### src/hdl/apiq_pkg.sv
// ----------------------------------------------------------------------------
// apiq_pkg
// Types and constants shared by the AC presence input qualifier modules.
// ----------------------------------------------------------------------------
package apiq_pkg;

    localparam int IN_W  = 32;
    localparam int LINES = 3;

    localparam logic [7:0] CHECK_PERIOD_RST   = 8'd20;
    localparam logic [7:0] ON_CONFIRM_RST     = 8'd3;
    localparam logic [7:0] OFF_CONFIRM_RST    = 8'd3;
    localparam logic [3:0] SAMPLE_DIVIDER_RST = 4'd5;
    localparam logic [5:0] FILTER_WIDTH_RST   = 6'd32;
    localparam logic [4:0] LINE1_BIT_RST      = 5'd29;
    localparam logic [4:0] LINE2_BIT_RST      = 5'd30;
    localparam logic [4:0] LINE3_BIT_RST      = 5'd31;

    typedef enum logic [2:0] {
        REG_CHECK_PERIOD   = 3'd0,
        REG_ON_CONFIRM     = 3'd1,
        REG_OFF_CONFIRM    = 3'd2,
        REG_SAMPLE_DIVIDER = 3'd3,
        REG_FILTER_WIDTH   = 3'd4,
        REG_LINE1_BIT      = 3'd5,
        REG_LINE2_BIT      = 3'd6,
        REG_LINE3_BIT      = 3'd7
    } reg_idx_t;

    typedef struct packed {
        logic [7:0]             check_period;
        logic [7:0]             on_confirm;
        logic [7:0]             off_confirm;
        logic [3:0]             sample_divider;
        logic [5:0]             filter_width;
        logic [LINES-1:0][4:0]  line_bit;
    } cfg_t;

    typedef struct packed {
        logic set;
        logic clr;
    } line_evt_t;

endpackage

### src/hdl/apiq_cfg.sv
// ----------------------------------------------------------------------------
// apiq_cfg
// APB register file holding the qualifier configuration.
// ----------------------------------------------------------------------------
module apiq_cfg
(
    input  logic                clk,
    input  logic                rst_n,
    input  logic                psel,
    input  logic                penable,
    input  logic                pwrite,
    input  logic [4:0]          paddr,
    input  logic [31:0]         pwdata,
    output logic [31:0]         prdata,
    output logic                pready,
    output apiq_pkg::cfg_t      cfg
);

    apiq_pkg::cfg_t     cfg_reg;
    apiq_pkg::reg_idx_t idx;
    logic               wr_en;

    assign pready = 1'b1;
    assign idx    = apiq_pkg::reg_idx_t'(paddr[4:2]);
    assign wr_en  = psel & penable & pwrite;
    assign cfg    = cfg_reg;

    always_ff @(posedge clk or negedge rst_n)
    begin
        if (!rst_n)
        begin
            cfg_reg.check_period   <= apiq_pkg::CHECK_PERIOD_RST;
            cfg_reg.on_confirm     <= apiq_pkg::ON_CONFIRM_RST;
            cfg_reg.off_confirm    <= apiq_pkg::OFF_CONFIRM_RST;
            cfg_reg.sample_divider <= apiq_pkg::SAMPLE_DIVIDER_RST;
            cfg_reg.filter_width   <= apiq_pkg::FILTER_WIDTH_RST;
            cfg_reg.line_bit[0]    <= apiq_pkg::LINE1_BIT_RST;
            cfg_reg.line_bit[1]    <= apiq_pkg::LINE2_BIT_RST;
            cfg_reg.line_bit[2]    <= apiq_pkg::LINE3_BIT_RST;
        end
        else if (wr_en)
        begin
            case (idx)
                apiq_pkg::REG_CHECK_PERIOD:   cfg_reg.check_period   <= pwdata[7:0];
                apiq_pkg::REG_ON_CONFIRM:     cfg_reg.on_confirm     <= pwdata[7:0];
                apiq_pkg::REG_OFF_CONFIRM:    cfg_reg.off_confirm    <= pwdata[7:0];
                apiq_pkg::REG_SAMPLE_DIVIDER: cfg_reg.sample_divider <= pwdata[3:0];
                apiq_pkg::REG_FILTER_WIDTH:   cfg_reg.filter_width   <= pwdata[5:0];
                apiq_pkg::REG_LINE1_BIT:      cfg_reg.line_bit[0]    <= pwdata[4:0];
                apiq_pkg::REG_LINE2_BIT:      cfg_reg.line_bit[1]    <= pwdata[4:0];
                apiq_pkg::REG_LINE3_BIT:      cfg_reg.line_bit[2]    <= pwdata[4:0];
                default:                      cfg_reg                <= cfg_reg;
            endcase
        end
    end

    always_comb
    begin
        case (idx)
            apiq_pkg::REG_CHECK_PERIOD:   prdata = {24'd0, cfg_reg.check_period};
            apiq_pkg::REG_ON_CONFIRM:     prdata = {24'd0, cfg_reg.on_confirm};
            apiq_pkg::REG_OFF_CONFIRM:    prdata = {24'd0, cfg_reg.off_confirm};
            apiq_pkg::REG_SAMPLE_DIVIDER: prdata = {28'd0, cfg_reg.sample_divider};
            apiq_pkg::REG_FILTER_WIDTH:   prdata = {26'd0, cfg_reg.filter_width};
            apiq_pkg::REG_LINE1_BIT:      prdata = {27'd0, cfg_reg.line_bit[0]};
            apiq_pkg::REG_LINE2_BIT:      prdata = {27'd0, cfg_reg.line_bit[1]};
            apiq_pkg::REG_LINE3_BIT:      prdata = {27'd0, cfg_reg.line_bit[2]};
            default:                      prdata = 32'd0;
        endcase
    end

endmodule

### src/hdl/apiq_line.sv
// ----------------------------------------------------------------------------
// apiq_line
// Run and confirm counters and the present flag of one AC sense line.
// ----------------------------------------------------------------------------
module apiq_line
(
    input  logic                    clk,
    input  logic                    rst_n,
    input  apiq_pkg::cfg_t          cfg,
    input  logic                    advance,
    input  logic                    level,
    output apiq_pkg::line_evt_t     evt,
    output logic                    present_next
);

    logic [7:0] high_run_reg, high_run_next;
    logic [7:0] low_run_reg, low_run_next;
    logic [7:0] on_count_reg, on_count_next;
    logic [7:0] off_count_reg, off_count_next;
    logic       present_reg;
    logic [7:0] high_inc, low_inc, on_inc, off_inc;

    assign high_inc = high_run_reg + 8'd1;
    assign low_inc  = low_run_reg + 8'd1;
    assign on_inc   = on_count_reg + 8'd1;
    assign off_inc  = off_count_reg + 8'd1;

    always_comb
    begin
        high_run_next  = high_run_reg;
        low_run_next   = low_run_reg;
        on_count_next  = on_count_reg;
        off_count_next = off_count_reg;
        evt            = '0;
        if (level)
        begin
            low_run_next = 8'd0;
            if (high_run_reg < cfg.check_period)
            begin
                high_run_next = high_inc;
                if (high_inc == cfg.check_period)
                begin
                    high_run_next  = 8'd0;
                    off_count_next = 8'd0;
                    if (on_count_reg < cfg.on_confirm)
                    begin
                        on_count_next = on_inc;
                        evt.set = (on_inc == cfg.on_confirm) & ~present_reg;
                    end
                end
            end
        end
        else
        begin
            high_run_next = 8'd0;
            if (low_run_reg < cfg.check_period)
            begin
                low_run_next = low_inc;
                if (low_inc == cfg.check_period)
                begin
                    low_run_next  = 8'd0;
                    on_count_next = 8'd0;
                    if (off_count_reg < cfg.off_confirm)
                    begin
                        off_count_next = off_inc;
                        evt.clr = (off_inc == cfg.off_confirm) & present_reg;
                    end
                end
            end
        end
        present_next = (present_reg | evt.set) & ~evt.clr;
    end

    always_ff @(posedge clk or negedge rst_n)
    begin
        if (!rst_n)
        begin
            high_run_reg  <= 8'd0;
            low_run_reg   <= 8'd0;
            on_count_reg  <= 8'd0;
            off_count_reg <= 8'd0;
            present_reg   <= 1'b0;
        end
        else if (advance)
        begin
            high_run_reg  <= high_run_next;
            low_run_reg   <= low_run_next;
            on_count_reg  <= on_count_next;
            off_count_reg <= off_count_next;
            present_reg   <= present_next;
        end
    end

endmodule

### src/hdl/apiq_word.sv
// ----------------------------------------------------------------------------
// apiq_word
// Sample phase, three-deep sample history and the agreement filter that
// produces the qualified input word.
// ----------------------------------------------------------------------------
module apiq_word
(
    input  logic                                        clk,
    input  logic                                        rst_n,
    input  apiq_pkg::cfg_t                              cfg,
    input  logic                                        advance,
    input  logic [apiq_pkg::IN_W-1:0]                   raw,
    input  apiq_pkg::line_evt_t [apiq_pkg::LINES-1:0]   evt,
    input  logic [apiq_pkg::LINES-1:0]                  present_next,
    output logic [apiq_pkg::IN_W-1:0]                   qual_next,
    output logic                                        sampled_next
);

    logic [apiq_pkg::IN_W-1:0] hist0_reg, hist1_reg, hist2_reg;
    logic [apiq_pkg::IN_W-1:0] hist0_next, hist1_next, hist2_next;
    logic [apiq_pkg::IN_W-1:0] qual_reg;
    logic [3:0]                phase_reg, phase_next, phase_inc;
    logic [apiq_pkg::IN_W-1:0] line_mask [apiq_pkg::LINES];
    logic [apiq_pkg::IN_W-1:0] present_word, width_mask, agree;

    always_comb
    begin
        present_word = '0;
        for (int i = 0; i < apiq_pkg::LINES; i++)
        begin
            line_mask[i] = apiq_pkg::IN_W'(1) << cfg.line_bit[i];
            if (present_next[i])
            begin
                present_word = present_word | line_mask[i];
            end
        end
        for (int j = 0; j < apiq_pkg::IN_W; j++)
        begin
            width_mask[j] = (cfg.filter_width > 6'(j));
        end
    end

    assign phase_inc    = phase_reg + 4'd1;
    assign phase_next   = (phase_inc == cfg.sample_divider) ? 4'd0 : phase_inc;
    assign sampled_next = (phase_next == 4'd0);

    always_comb
    begin
        qual_next  = qual_reg;
        hist0_next = hist0_reg;
        hist1_next = hist1_reg;
        hist2_next = hist2_reg;
        for (int i = 0; i < apiq_pkg::LINES; i++)
        begin
            if (evt[i].set)
            begin
                qual_next  = qual_next | line_mask[i];
                hist0_next = hist0_next | line_mask[i];
                hist1_next = hist1_next | line_mask[i];
            end
            else if (evt[i].clr)
            begin
                qual_next  = qual_next & ~line_mask[i];
                hist0_next = hist0_next & ~line_mask[i];
                hist1_next = hist1_next & ~line_mask[i];
            end
        end
        agree = '0;
        if (sampled_next)
        begin
            hist2_next = hist1_next;
            hist1_next = hist0_next;
            hist0_next = raw | present_word;
            agree      = ~((hist0_next ^ hist1_next) | (hist0_next ^ hist2_next)) & width_mask;
            qual_next  = (qual_next & ~agree) | (hist2_next & agree);
        end
    end

    always_ff @(posedge clk or negedge rst_n)
    begin
        if (!rst_n)
        begin
            hist0_reg <= '0;
            hist1_reg <= '0;
            hist2_reg <= '0;
            qual_reg  <= '0;
            phase_reg <= 4'd0;
        end
        else if (advance)
        begin
            hist0_reg <= hist0_next;
            hist1_reg <= hist1_next;
            hist2_reg <= hist2_next;
            qual_reg  <= qual_next;
            phase_reg <= phase_next;
        end
    end

endmodule

### src/hdl/ac_presence_input_qualifier.sv
// ----------------------------------------------------------------------------
// ac_presence_input_qualifier
// AC line presence detector with a three-sample agreement filter on a
// 32-bit raw input word.
// ----------------------------------------------------------------------------
// Each slave beat is one tick carrying the three AC sense levels and the raw
// input word. Each tick produces exactly one master beat with the qualified
// word, the three present flags and a flag telling whether the filter
// sampled on that tick. Configuration is to be written through the APB port
// only while no tick is in flight; the block itself does not enforce this.
// A tick is held in an input register, then the counters, history and
// filter update in one pass and the result lands in the output register.
// Throughput is one tick per cycle unless the receiver stalls; the state
// update of a tick completes in the same cycle its result is registered.
// When the receiver stalls, the output register holds its beat and the
// input register takes one more tick; the slave side then deasserts tready.
// Reset clears all counters, flags, history, the qualified word and the
// sample phase, and loads the configuration defaults.
// ----------------------------------------------------------------------------
module ac_presence_input_qualifier
(
    input  logic        clk,
    input  logic        rst_n,
    input  logic        s_axis_tvalid,
    output logic        s_axis_tready,
    input  logic [39:0] s_axis_tdata,   // ac_levels[2:0], raw_inputs[34:3], zero pad
    output logic        m_axis_tvalid,
    input  logic        m_axis_tready,
    output logic [39:0] m_axis_tdata,   // qualified_inputs[31:0], ac_present[34:32],
                                        // sampled[35], zero pad
    input  logic        psel,
    input  logic        penable,
    input  logic        pwrite,
    input  logic [4:0]  paddr,
    input  logic [31:0] pwdata,
    output logic [31:0] prdata,
    output logic        pready
);

    apiq_pkg::cfg_t                             cfg;
    apiq_pkg::line_evt_t [apiq_pkg::LINES-1:0]  evt;
    logic [apiq_pkg::LINES-1:0]                 present_next;
    logic [apiq_pkg::IN_W-1:0]                  qual_next;
    logic                                       sampled_next;

    logic                           in_valid_reg;
    logic [apiq_pkg::LINES-1:0]     in_levels_reg;
    logic [apiq_pkg::IN_W-1:0]      in_raw_reg;
    logic                           out_valid_reg;
    logic [apiq_pkg::IN_W-1:0]      out_qual_reg;
    logic [apiq_pkg::LINES-1:0]     out_present_reg;
    logic                           out_sampled_reg;
    logic                           advance;

    assign advance       = in_valid_reg & (~out_valid_reg | m_axis_tready);
    assign s_axis_tready = ~in_valid_reg | advance;
    assign m_axis_tvalid = out_valid_reg;
    assign m_axis_tdata  = {4'd0, out_sampled_reg, out_present_reg, out_qual_reg};

    apiq_cfg u_cfg
    (
        .clk     (clk),
        .rst_n   (rst_n),
        .psel    (psel),
        .penable (penable),
        .pwrite  (pwrite),
        .paddr   (paddr),
        .pwdata  (pwdata),
        .prdata  (prdata),
        .pready  (pready),
        .cfg     (cfg)
    );

    for (genvar i = 0; i < apiq_pkg::LINES; i++)
    begin : g_line
        apiq_line u_line
        (
            .clk          (clk),
            .rst_n        (rst_n),
            .cfg          (cfg),
            .advance      (advance),
            .level        (in_levels_reg[i]),
            .evt          (evt[i]),
            .present_next (present_next[i])
        );
    end

    apiq_word u_word
    (
        .clk          (clk),
        .rst_n        (rst_n),
        .cfg          (cfg),
        .advance      (advance),
        .raw          (in_raw_reg),
        .evt          (evt),
        .present_next (present_next),
        .qual_next    (qual_next),
        .sampled_next (sampled_next)
    );

    always_ff @(posedge clk or negedge rst_n)
    begin
        if (!rst_n)
        begin
            in_valid_reg  <= 1'b0;
            out_valid_reg <= 1'b0;
        end
        else
        begin
            if (s_axis_tready)
            begin
                in_valid_reg <= s_axis_tvalid;
            end
            if (advance)
            begin
                out_valid_reg <= 1'b1;
            end
            else if (m_axis_tready)
            begin
                out_valid_reg <= 1'b0;
            end
        end
    end

    always_ff @(posedge clk)
    begin
        if (s_axis_tready & s_axis_tvalid)
        begin
            in_levels_reg <= s_axis_tdata[2:0];
            in_raw_reg    <= s_axis_tdata[34:3];
        end
        if (advance)
        begin
            out_qual_reg    <= qual_next;
            out_present_reg <= present_next;
            out_sampled_reg <= sampled_next;
        end
    end

endmodule

### config.mk
export PLATFORM = sky130hd
export DESIGN_NAME = ac_presence_input_qualifier
export DESIGN_NICKNAME = d
export VERILOG_FILES = /design/src/hdl/apiq_pkg.sv /design/src/hdl/apiq_cfg.sv /design/src/hdl/apiq_line.sv /design/src/hdl/apiq_word.sv /design/src/hdl/ac_presence_input_qualifier.sv
export SDC_FILE = /design/constraint.sdc
export NUM_CORES = 1
export LEC_CHECK = 0
export BUFFER_PORTS_ARGS = -buffer_cell sky130_fd_sc_hd__buf_4
export CORE_ASPECT_RATIO = 0.5
export CORE_UTILIZATION = 30
export CTS_CLUSTER_DIAMETER = 200
export CTS_CLUSTER_SIZE = 14
export DETAILED_ROUTE_END_ITERATION = 7
export PLACE_DENSITY = 0.43
export SKIP_CTS_REPAIR_TIMING = 1
export SLEW_MARGIN = 20
export SYNTH_ARGS = -nofsm -noshare
export SYNTH_HDL_FRONTEND = slang
export SYNTH_SLANG_ARGS = --single-unit
### constraint.sdc
create_clock -name clk -period 7.6 [get_ports clk]
set_clock_uncertainty 0.05 [all_clocks]
set_input_delay 0.76 -clock clk [delete_from_list [all_inputs] [get_ports clk]]
set_output_delay 0.76 -clock clk [all_outputs]
set_load 0.05 [all_outputs]
Word level (Yosys, flattened, before mapping)
Cells that the tools add are included.
Cells by class
  add/sub/neg operators: 13
  bitwise operators: 59
  mux-type cells: 106
  $lt $le $gt $ge: 44
  shifts and indexed selects: 3
  reduce and logical (&&, ||, !) cells: 32
  eq/ne operators: 29
Operators by type and width (number)
  two-way mux 32 bit: 24
  OR 32 bit: 14
  two-way mux 8 bit: 54
  bitwise AND 32 bit: 12
  one-hot mux 32 bit (8 select lines): 1
  inverter 32 bit: 5
  adder 8 x 1 -> 8 bit (second input constant): 12
  == test 8 bit: 12
  > comparator 6 x 5 -> 1 bit (second input constant): 16
  < comparator 8 bit: 12
  left shift 1 x 5 -> 32 bit (first input constant): 3
  XOR 32 bit: 2
  > comparator 6 x 4 -> 1 bit (second input constant): 8
  AND reduction 6 bit: 6
  AND reduction 2 bit: 14
  two-way mux 1 bit: 26
  > comparator 6 x 3 -> 1 bit (second input constant): 4
  nonzero test 2 bit: 10
  != test 2 x 1 -> 1 bit (second input constant): 9
  bitwise AND 1 bit: 13
  == test 3 bit (second input constant): 4
  > comparator 6 x 1 -> 1 bit (second input constant): 2
  > comparator 6 x 2 -> 1 bit (second input constant): 2
  inverter 1 bit: 8
  other kinds (8): 13
Storage, ports and cells
  logic and storage cells: 320
  input port bits: 84
  output and inout port bits: 75
  register bits after elaboration: 321

Depth between registers and ports, before layout
Gate-level depths: netlist (run 1).
  depth after elaboration: 23
  gate-level depth with buffers: 18

Cells and area by module
From an unflattened synthesis (run 1), not the netlist that was laid out.
Second synthesis, totals
  cell total of the unflattened synthesis: 2970
  area total of the unflattened synthesis: 25279.2 µm²
Modules (own cells, without submodules)
  apiq_word: times used 1, cells each 1409, area an instance 10268.6 µm²
  apiq_line: times used 3, cells each 421, area an instance 3383.2 µm²
  apiq_cfg: times used 1, cells each 213, area an instance 2583.7 µm²
  ac_presence_input_qualifier: times used 1, cells each 85, area an instance 2277.2 µm²

Least setup slack after synthesis (run 1)
Ideal clock, no wire load.
  kind: flip-flop to flip-flop
  start: register u_cfg.cfg_reg, in the netlist u_cfg.cfg[43]
  end: register out_qual_reg[7] (netlist bit) (data pin)
  library setup time: 0.152 ns
  clock period less this slack: 4.206 ns
  stages on the path, launching flop included: 18
  arrival: 4.003 ns
  data required time: 7.398 ns
  buffers on the path: 5
  setup slack: 3.394 ns
  cells stage by stage: dfstp_2 -> clkbuf_1 -> clkbuf_1 -> inv_1 -> ha_1 -> a2111oi_2 -> o21ai_0 -> a221o_1 -> or4_4 -> or3_1 -> buf_6 -> buf_8 -> buf_6 -> o211ai_1 -> a21o_1 -> nand4b_1 -> o2bb2ai_1 -> o21ai_0
On the way
  cells in the longest elaborated chain, start to end: 20
  elaborated cells on any way between the ends: 85
  classes of those cells: order compare: 6; eq/ne: 6; mux: 40; bitwise: 33
RTL lines
  start: declaration: line apiq_cfg.sv:19  | apiq_pkg::cfg_t cfg_reg;
  start signal: assignment: line apiq_cfg.sv:52  | default: cfg_reg <= cfg_reg;
  parallel branches: the longest is 19 deep, another holds < comparator 8 bit
  two-way mux 32 bit (*): line apiq_word.sv:69  | if (sampled_next)
  via qual_next, one bit: line ac_presence_input_qualifier.sv:43  | logic [apiq_pkg::IN_W-1:0] qual_next;
  end signal: assignment: line ac_presence_input_qualifier.sv:134  | out_qual_reg <= qual_next;
  end: declaration: line ac_presence_input_qualifier.sv:50  | logic [apiq_pkg::IN_W-1:0] out_qual_reg;
Mark *: on every way through the listed nets, which the timed path passes.
A chain may end at the register's enable or synchronous reset.

Worst setup path in the final report (run 1)
  start: register u_cfg.cfg_reg, in the netlist u_cfg.cfg[44]
  end: register out_qual_reg[27] (netlist bit) (data pin)
The elaborated chain is that of the path after synthesis.

==> flow_metrics.tcl, run 1 <==
set metrics [dict create \
    outcome "finished with violations" \
    violations "DRC" \
    initial_utilization 0.305 \
    finalPower_mw 7.76 \
    min_period_ns 5.66 \
    rsz0062_at_grt "false" \
    place_inst 4054 \
    antenna_found_initial 2 \
    clk_pin_slew_ns 0.09 \
    multi_input_area_mm2 0.0153 \
    grt_pass1_vias 22000 \
    fill_cells 8629 \
    syn_area_per_cell_um2 8.34 \
    worst_skew_pair.late_latency_ns 0.62 \
    num-nets-final 3173 \
    drtIter0Drc 2140 \
    grt_pass1_wl_um 143000 \
    place_area_mm2 0.0266 \
    drt-pass1-iter-count 8 \
    detail_route.wl_per_cell_um 23.2 \
    worst-slew-pin-transition_ns 1.16 \
    ioPinCount 159 \
    criticalPathCategory "reg2reg" \
    slowest_stage "dfrtp_1" \
    synth-edff-count 71 \
    maxCapViolCount 0 \
    num_rows 74 \
    seqPwrFrac 0.352 \
    syn-cell-area_mm2 0.0250 \
    portBuffers 98 \
    clk_path_buf_depth 3 \
    max_stage_delay_ns 0.81 \
    clock_sinks 321 \
    min_path_type "in2async" \
    gp_congestion 0.945 \
    synth_mux_area_frac 0.0442 \
    power.density_mw_per_mm2 284 \
    critPathArrivalTime_ns 6.07 \
    dp_hpwl_um 65500 \
    final_antenna_net_count 0 \
    synth_cell_types 121 \
    via_per_inst 5.68 \
    p_int_mw 4.23 \
    setup_viol 0 \
    tritoncts "built" \
    clkPwrFrac 0.180 \
    ir_drop_uv 247 \
    fin_setup_tns_ns 0 \
    synth_compound_area_frac 0.262 \
    async_flop_share 0.779 \
    vias 23300 \
    wirelength_um 95200 \
    post-route-drc-count 8 \
    pwr-share-comb 0.468 \
    synth-xor-area-share 0.0326 \
    period_share 0.744 \
    coreArea_mm2 0.0821 \
    grt_max_degree 144 \
    report.final.slew_viol_count 0 \
    synth_fa_ha_area_frac 0.0545 \
    yosysSeqAreaShare 0.336 \
    crit_top_cell "inv_1" \
    cts.root.buffer_cell "clkbuf_16" \
    path_cells "inv_1 -> ha_1 -> a2111oi_2 -> o21ai_0 -> a221o_1 -> or4_4 -> nor4_4 -> o21ai_2 -> inv_1 -> a211oi_1 -> o41ai_1 -> o21ai_1 -> nand2_1" \
    slew_headroom 0.222 \
    endpoint_kind "register" \
    synth_top_family_by_area "compound AO/OA/AOI/OAI gates" \
    final_hold_viol_count 0 \
    reg2reg_from "u_cfg.cfg[44]" \
    synthFlopType "dfrtp_1" \
    setup_slack_ns 1.94 \
    leakage_nw 10.7 \
    final_area_mm2 0.0273 \
    cts_made_buffers 26 \
    crit_fanout 14 \
    seqCellArea_mm2 0.00842 \
    globalRouteTotalUtil 0.221 \
    die_h_um 206 \
    worst_setup_path_start_kind "register" \
    overflow 0 \
    timing.fmax_mhz 177 \
    switching_share 0.455 \
    p_switching_mw 3.53 \
    die-area_mm2 0.0846 \
    htreeDepth 1 \
    ys_warn_count 0 \
    ys_ff_latch 321 \
    synth_simple_gate_area_share 0.213 \
    fin_cells 4105 \
    syn2layout_area_growth_pct 9.24 \
    fp.dieW_um 410 \
    synthCells 2999 \
    worstPathRequired_ns 8.02 \
    layout-drive-gt1-share 0.130 \
    largest_register_ffs 49 \
    pre_cts_ws_ns 2.02 \
    startpoint "u_cfg.cfg[44]" \
]
[final timing paths]
check                                              endpoint  slack [ns]  depth (start not counted)
max reg2reg                                out_qual_reg[27]        1.94                         13
max                                        out_qual_reg[27]        1.94                         13
min in group clk                             in_raw_reg[13]        0.26                          1
max in group asynchronous  g_line[0].u_line.high_run_reg[5]        6.16                          2
min reg2reg                            u_word.hist1_reg[30]        0.42                          2
min                                     u_word.hist1_reg[6]        0.06                          1
[synthesized netlist by cell type (all sizes together) (12+ instances only)]
| library cell | instances | share of area |
|---|---|---|
| a211o | 18 | 0.0063 |
| a211oi | 31 | 0.0097 |
| a21boi | 23 | 0.0069 |
| a21o | 41 | 0.013 |
| a21oi | 182 | 0.037 |
| a221oi | 17 | 0.0067 |
| a22o | 27 | 0.0094 |
| a31oi | 36 | 0.0090 |
| and2 | 26 | 0.0065 |
| and3 | 34 | 0.0085 |
| buf | 98 | 0.025 |
| clkbuf | 120 | 0.018 |
| dfrtp | 228 | 0.23 |
| dfstp | 22 | 0.023 |
| edfxtp | 71 | 0.085 |
| ha | 109 | 0.054 |
| inv | 94 | 0.014 |
| mux2 | 73 | 0.033 |
| mux2i | 15 | 0.0060 |
| nand2 | 401 | 0.060 |
| nand2b | 34 | 0.0085 |
| nand3 | 75 | 0.016 |
| nand4 | 28 | 0.0075 |
| nor2 | 253 | 0.038 |
| nor2b | 24 | 0.0060 |
| nor3 | 88 | 0.018 |
| nor4 | 24 | 0.0078 |
| o211ai | 41 | 0.014 |
| o21a | 19 | 0.0058 |
| o21ai | 296 | 0.059 |
| o21bai | 12 | 0.0039 |
| o22ai | 49 | 0.014 |
| o31ai | 40 | 0.013 |
| o32ai | 18 | 0.011 |
| o41ai | 15 | 0.0055 |
| or2 | 32 | 0.0081 |
| or3 | 22 | 0.0057 |
| xnor2 | 58 | 0.020 |
| xor2 | 30 | 0.010 |
[power by group through the flow]
stage | Combinational (mW) | Clock [mW] | Sequential [mW]
after global routing | 4.03 | 1.51 | 2.79
after CTS | 3.63 | 1.45 | 2.72
after global placement | 3.59 | 0 | 2.75
after detailed placement | 3.62 | 0 | 2.75
final | 3.63 | 1.39 | 2.73
after floorplan | 2.65 | 0 | 2.58
[cells in the final DEF (no fill, tap or decap), types with 15 or more instances in the layout]
master     instances
nor4_1            18
o21a_1            17
ha_1             109
nor2b_1           24
nand4_1           26
xor2_1            30
a31oi_1           36
edfxtp_1          71
or3_1             20
dfstp_2           22
a22o_1            27
o21ai_0          260
o31ai_1           36
a21o_1            40
buf_4            142
nand2_1          398
a211oi_1          29
xnor2_1           58
o21ai_1           33
inv_1             90
clkbuf_1          21
o22ai_1           41
o211ai_1          34
nand2b_1          34
mux2_2            73
a21oi_1          179
a211o_1           18
clkbuf_16         27
nor3_1            85
mux2i_1           15
and2_1            25
nand3_1           70
dfrtp_1          228
nor2_1           251
conb_1            29
and3_1            34
or2_2             21
[area by class of cell]
type                    count  share of cell area
multi-input cells        2392               0.560
clock buffers              48              0.0276
flip-flops and latches    321               0.308
repair buffers            144              0.0403
diodes                      3            0.000275
inverters                  95              0.0131
well taps                1102              0.0504
[logic make-up (layout without fill, tap and decap cells)]
logic type	Yosys count	after routing
AOI/OAI and AO/OA	969	969
xor gates and xnor gates	90	90
adders and majority gates	109	109
buffers and inverters	313	287
DFF	321	321
muxes	94	94
other	2	32
and+or+nand+nor	1101	1101
[layer usage]
layer | up-vias | global-route usage | wire length [um]
met3 | 142 | 0.0319 | 5920
li1 | 11000 | - | -
met4 | 0 | 0.0580 | 2500
met1 | 11500 | 0.315 | 44700
met5 | - | 0 | 0
met2 | 755 | 0.349 | 42000
[critical path: cells and delay by family (launching register included)]
family | cells | cell delay, ns
DFF | 1 | 0.81
adders and majority gates | 1 | 0.43
buffers and inverters | 2 | 1.14
AOI/OAI and AO/OA | 7 | 1.73
and+or+nand+nor | 3 | 1.33
[per-stage QoR]
| stage | utilization | hold slack (ns) |
|---|---|---|
| floorplan | - | 0.381 |
| global placement | 0.324 | 0.401 |
| detailed placement | 0.324 | 0.404 |
| CTS | 0.333 | 0.0662 |
| global route | 0.333 | 0.0819 |
| finish | 0.333 | 0.0592 |
(Power assumes the default switching activity.)
==> inputs of run 2 (changes only) <==
- PLACE_DENSITY: 0.43 -> 0.45
- clock period: 7.6 -> 5.1 ns (I/O delays scaled with it)
==> run 2 against run 1 <==
Effect of this change: the flow still finishes with violations (DRC); count of clock-buffer cells in the layout down 1; routed wire length about the same; sequential share of layout area down 0.49 points; critical path type unchanged; clock power up 47%; highest routed layer unchanged; design area up 1.6%; combinational power up 53%.
==> flow_metrics.tcl, run 2 (synthesis gave the netlist of run 1 again) <==
set metrics [dict create \
    rsz0062_at_grt "false" \
    outcome "finished with violations" \
    worst_skew_pair.late_latency_ns 0.64 \
    fin_setup_tns_ns 0 \
    endpoint_kind "register" \
    via_per_inst 5.67 \
    num-nets-final 3224 \
    ir_drop_uv 376 \
    finalPower_mw 11.7 \
    die-area_mm2 0.0846 \
    setup_slack_ns 0.382 \
    slew_headroom 0.153 \
    initial_utilization 0.305 \
    utilization 0.338 \
    post-route-drc-count 2 \
    most-common-layout-cells "nand2_1 (398), o21ai_0 (261), nor2_1 (251)" \
    overflow 0 \
    worst-slew-pin-transition_ns 1.27 \
    tritoncts "built" \
    setup_viol 0 \
    min_period_ns 4.72 \
    dp_hpwl_um 67300 \
    wl_met2_um 42100 \
    antenna_found_initial 0 \
    period_share 0.925 \
    place_area_mm2 0.0268 \
    maxCapViolCount 0 \
    leakage_nw 10.9 \
    criticalPathCategory "reg2reg" \
    wl_met3_um 5600 \
    topRoutingLayerUsed "met4" \
    final_hold_viol_count 0 \
    power.density_mw_per_mm2 420 \
    final_antenna_net_count 0 \
    pre_cts_ws_ns 0.514 \
    clk_pin_slew_ns 0.08 \
    crit_fanout 24 \
    vias 23500 \
    cts.root.buffer_cell "clkbuf_16" \
    diodes 0 \
    fin_hold_ws_ns 0.0290 \
    detail_route.wl_per_cell_um 22.9 \
    fp.dieW_um 410 \
    gp_congestion 0.954 \
    grt_max_degree 119 \
    timing.fmax_mhz 212 \
    htreeDepth 1 \
    ioPinCount 159 \
    grt_pass1_vias 22000 \
    syn2layout_area_growth_pct 11.0 \
    wirelength_um 95200 \
    wl_met1_um 44700 \
    clk_path_buf_depth 3 \
    layout-drive-gt1-share 0.138 \
    place_inst 4087 \
    fin_cells 4152 \
    drt-pass1-iter-count 8 \
    portBuffers 98 \
    globalRouteTotalUtil 0.221 \
    min_path_type "in2reg" \
    coreArea_mm2 0.0821 \
    num_rows 74 \
    worst_setup_path_start_kind "register" \
    report.final.slew_viol_count 0 \
    clock_sinks 321 \
    worstPathRequired_ns 5.55 \
    final_common_cell "nand2_1" \
    drtIter0Drc 2110 \
    final_area_mm2 0.0278 \
    grt_pass1_wl_um 143000 \
    largest_register_ffs 49 \
    critPathArrivalTime_ns 5.17 \
    die_h_um 206 \
    violations "DRC" \
    cts_made_buffers 26 \
]
run 2: critical path: stages, from the launching register on:
cell and delay (ns):
dfrtp_1 0.47, ha_1 0.34, nand3_1 0.21, or3_1 0.42, a221o_1 0.38, a311oi_2 0.40
o2111ai_4 0.57, buf_4 0.44, o21ai_0 0.30, a21oi_1 0.14, nor4_1 0.43, o22ai_2 0.14
mux2_2 0.28
run 2: cell type report:
class / count / area, um^2
timing repair buffer: 195 / 1570
tap: 1102 / 1380
inverter: 95 / 359
clock buffer: 47 / 751
multi-input combinational: 2392 / 15300
sequential: 321 / 8420
fill: 8622 / 54300
run 2: path summary, 6_finish.rpt:
path	startpoint	end	slack, ns	cells after the start
min reg2reg	u_word.hist1_reg[24]	u_word.hist1_reg[24]	0.41	2
min	s_axis_tdata[11]	in_raw_reg[8]	0.03	1
max in group asynchronous	rst_n	g_line[1].u_line.low_run_reg[5]	3.37	3
max	g_line[0].u_line.low_run_reg[0]	u_word.qual_reg[22]	0.38	12
min in group asynchronous	rst_n	u_word.qual_reg[26]	0.46	2
max reg2reg	g_line[0].u_line.low_run_reg[0]	u_word.qual_reg[22]	0.38	12
run 2: where the power goes:
group	switching (mW)	internal (mW)
Clock	1.06	0.988
Combinational	3.45	2.11
Sequential	0.773	3.27
run 2: layer usage:
| layer | GRT usage | vias up |
|---|---|---|
| li1 | - | 11100 |
| met1 | 0.311 | 11500 |
| met2 | 0.351 | 819 |
| met3 | 0.0332 | 145 |
| met4 | 0.0614 | 0 |
| met5 | 0 | - |
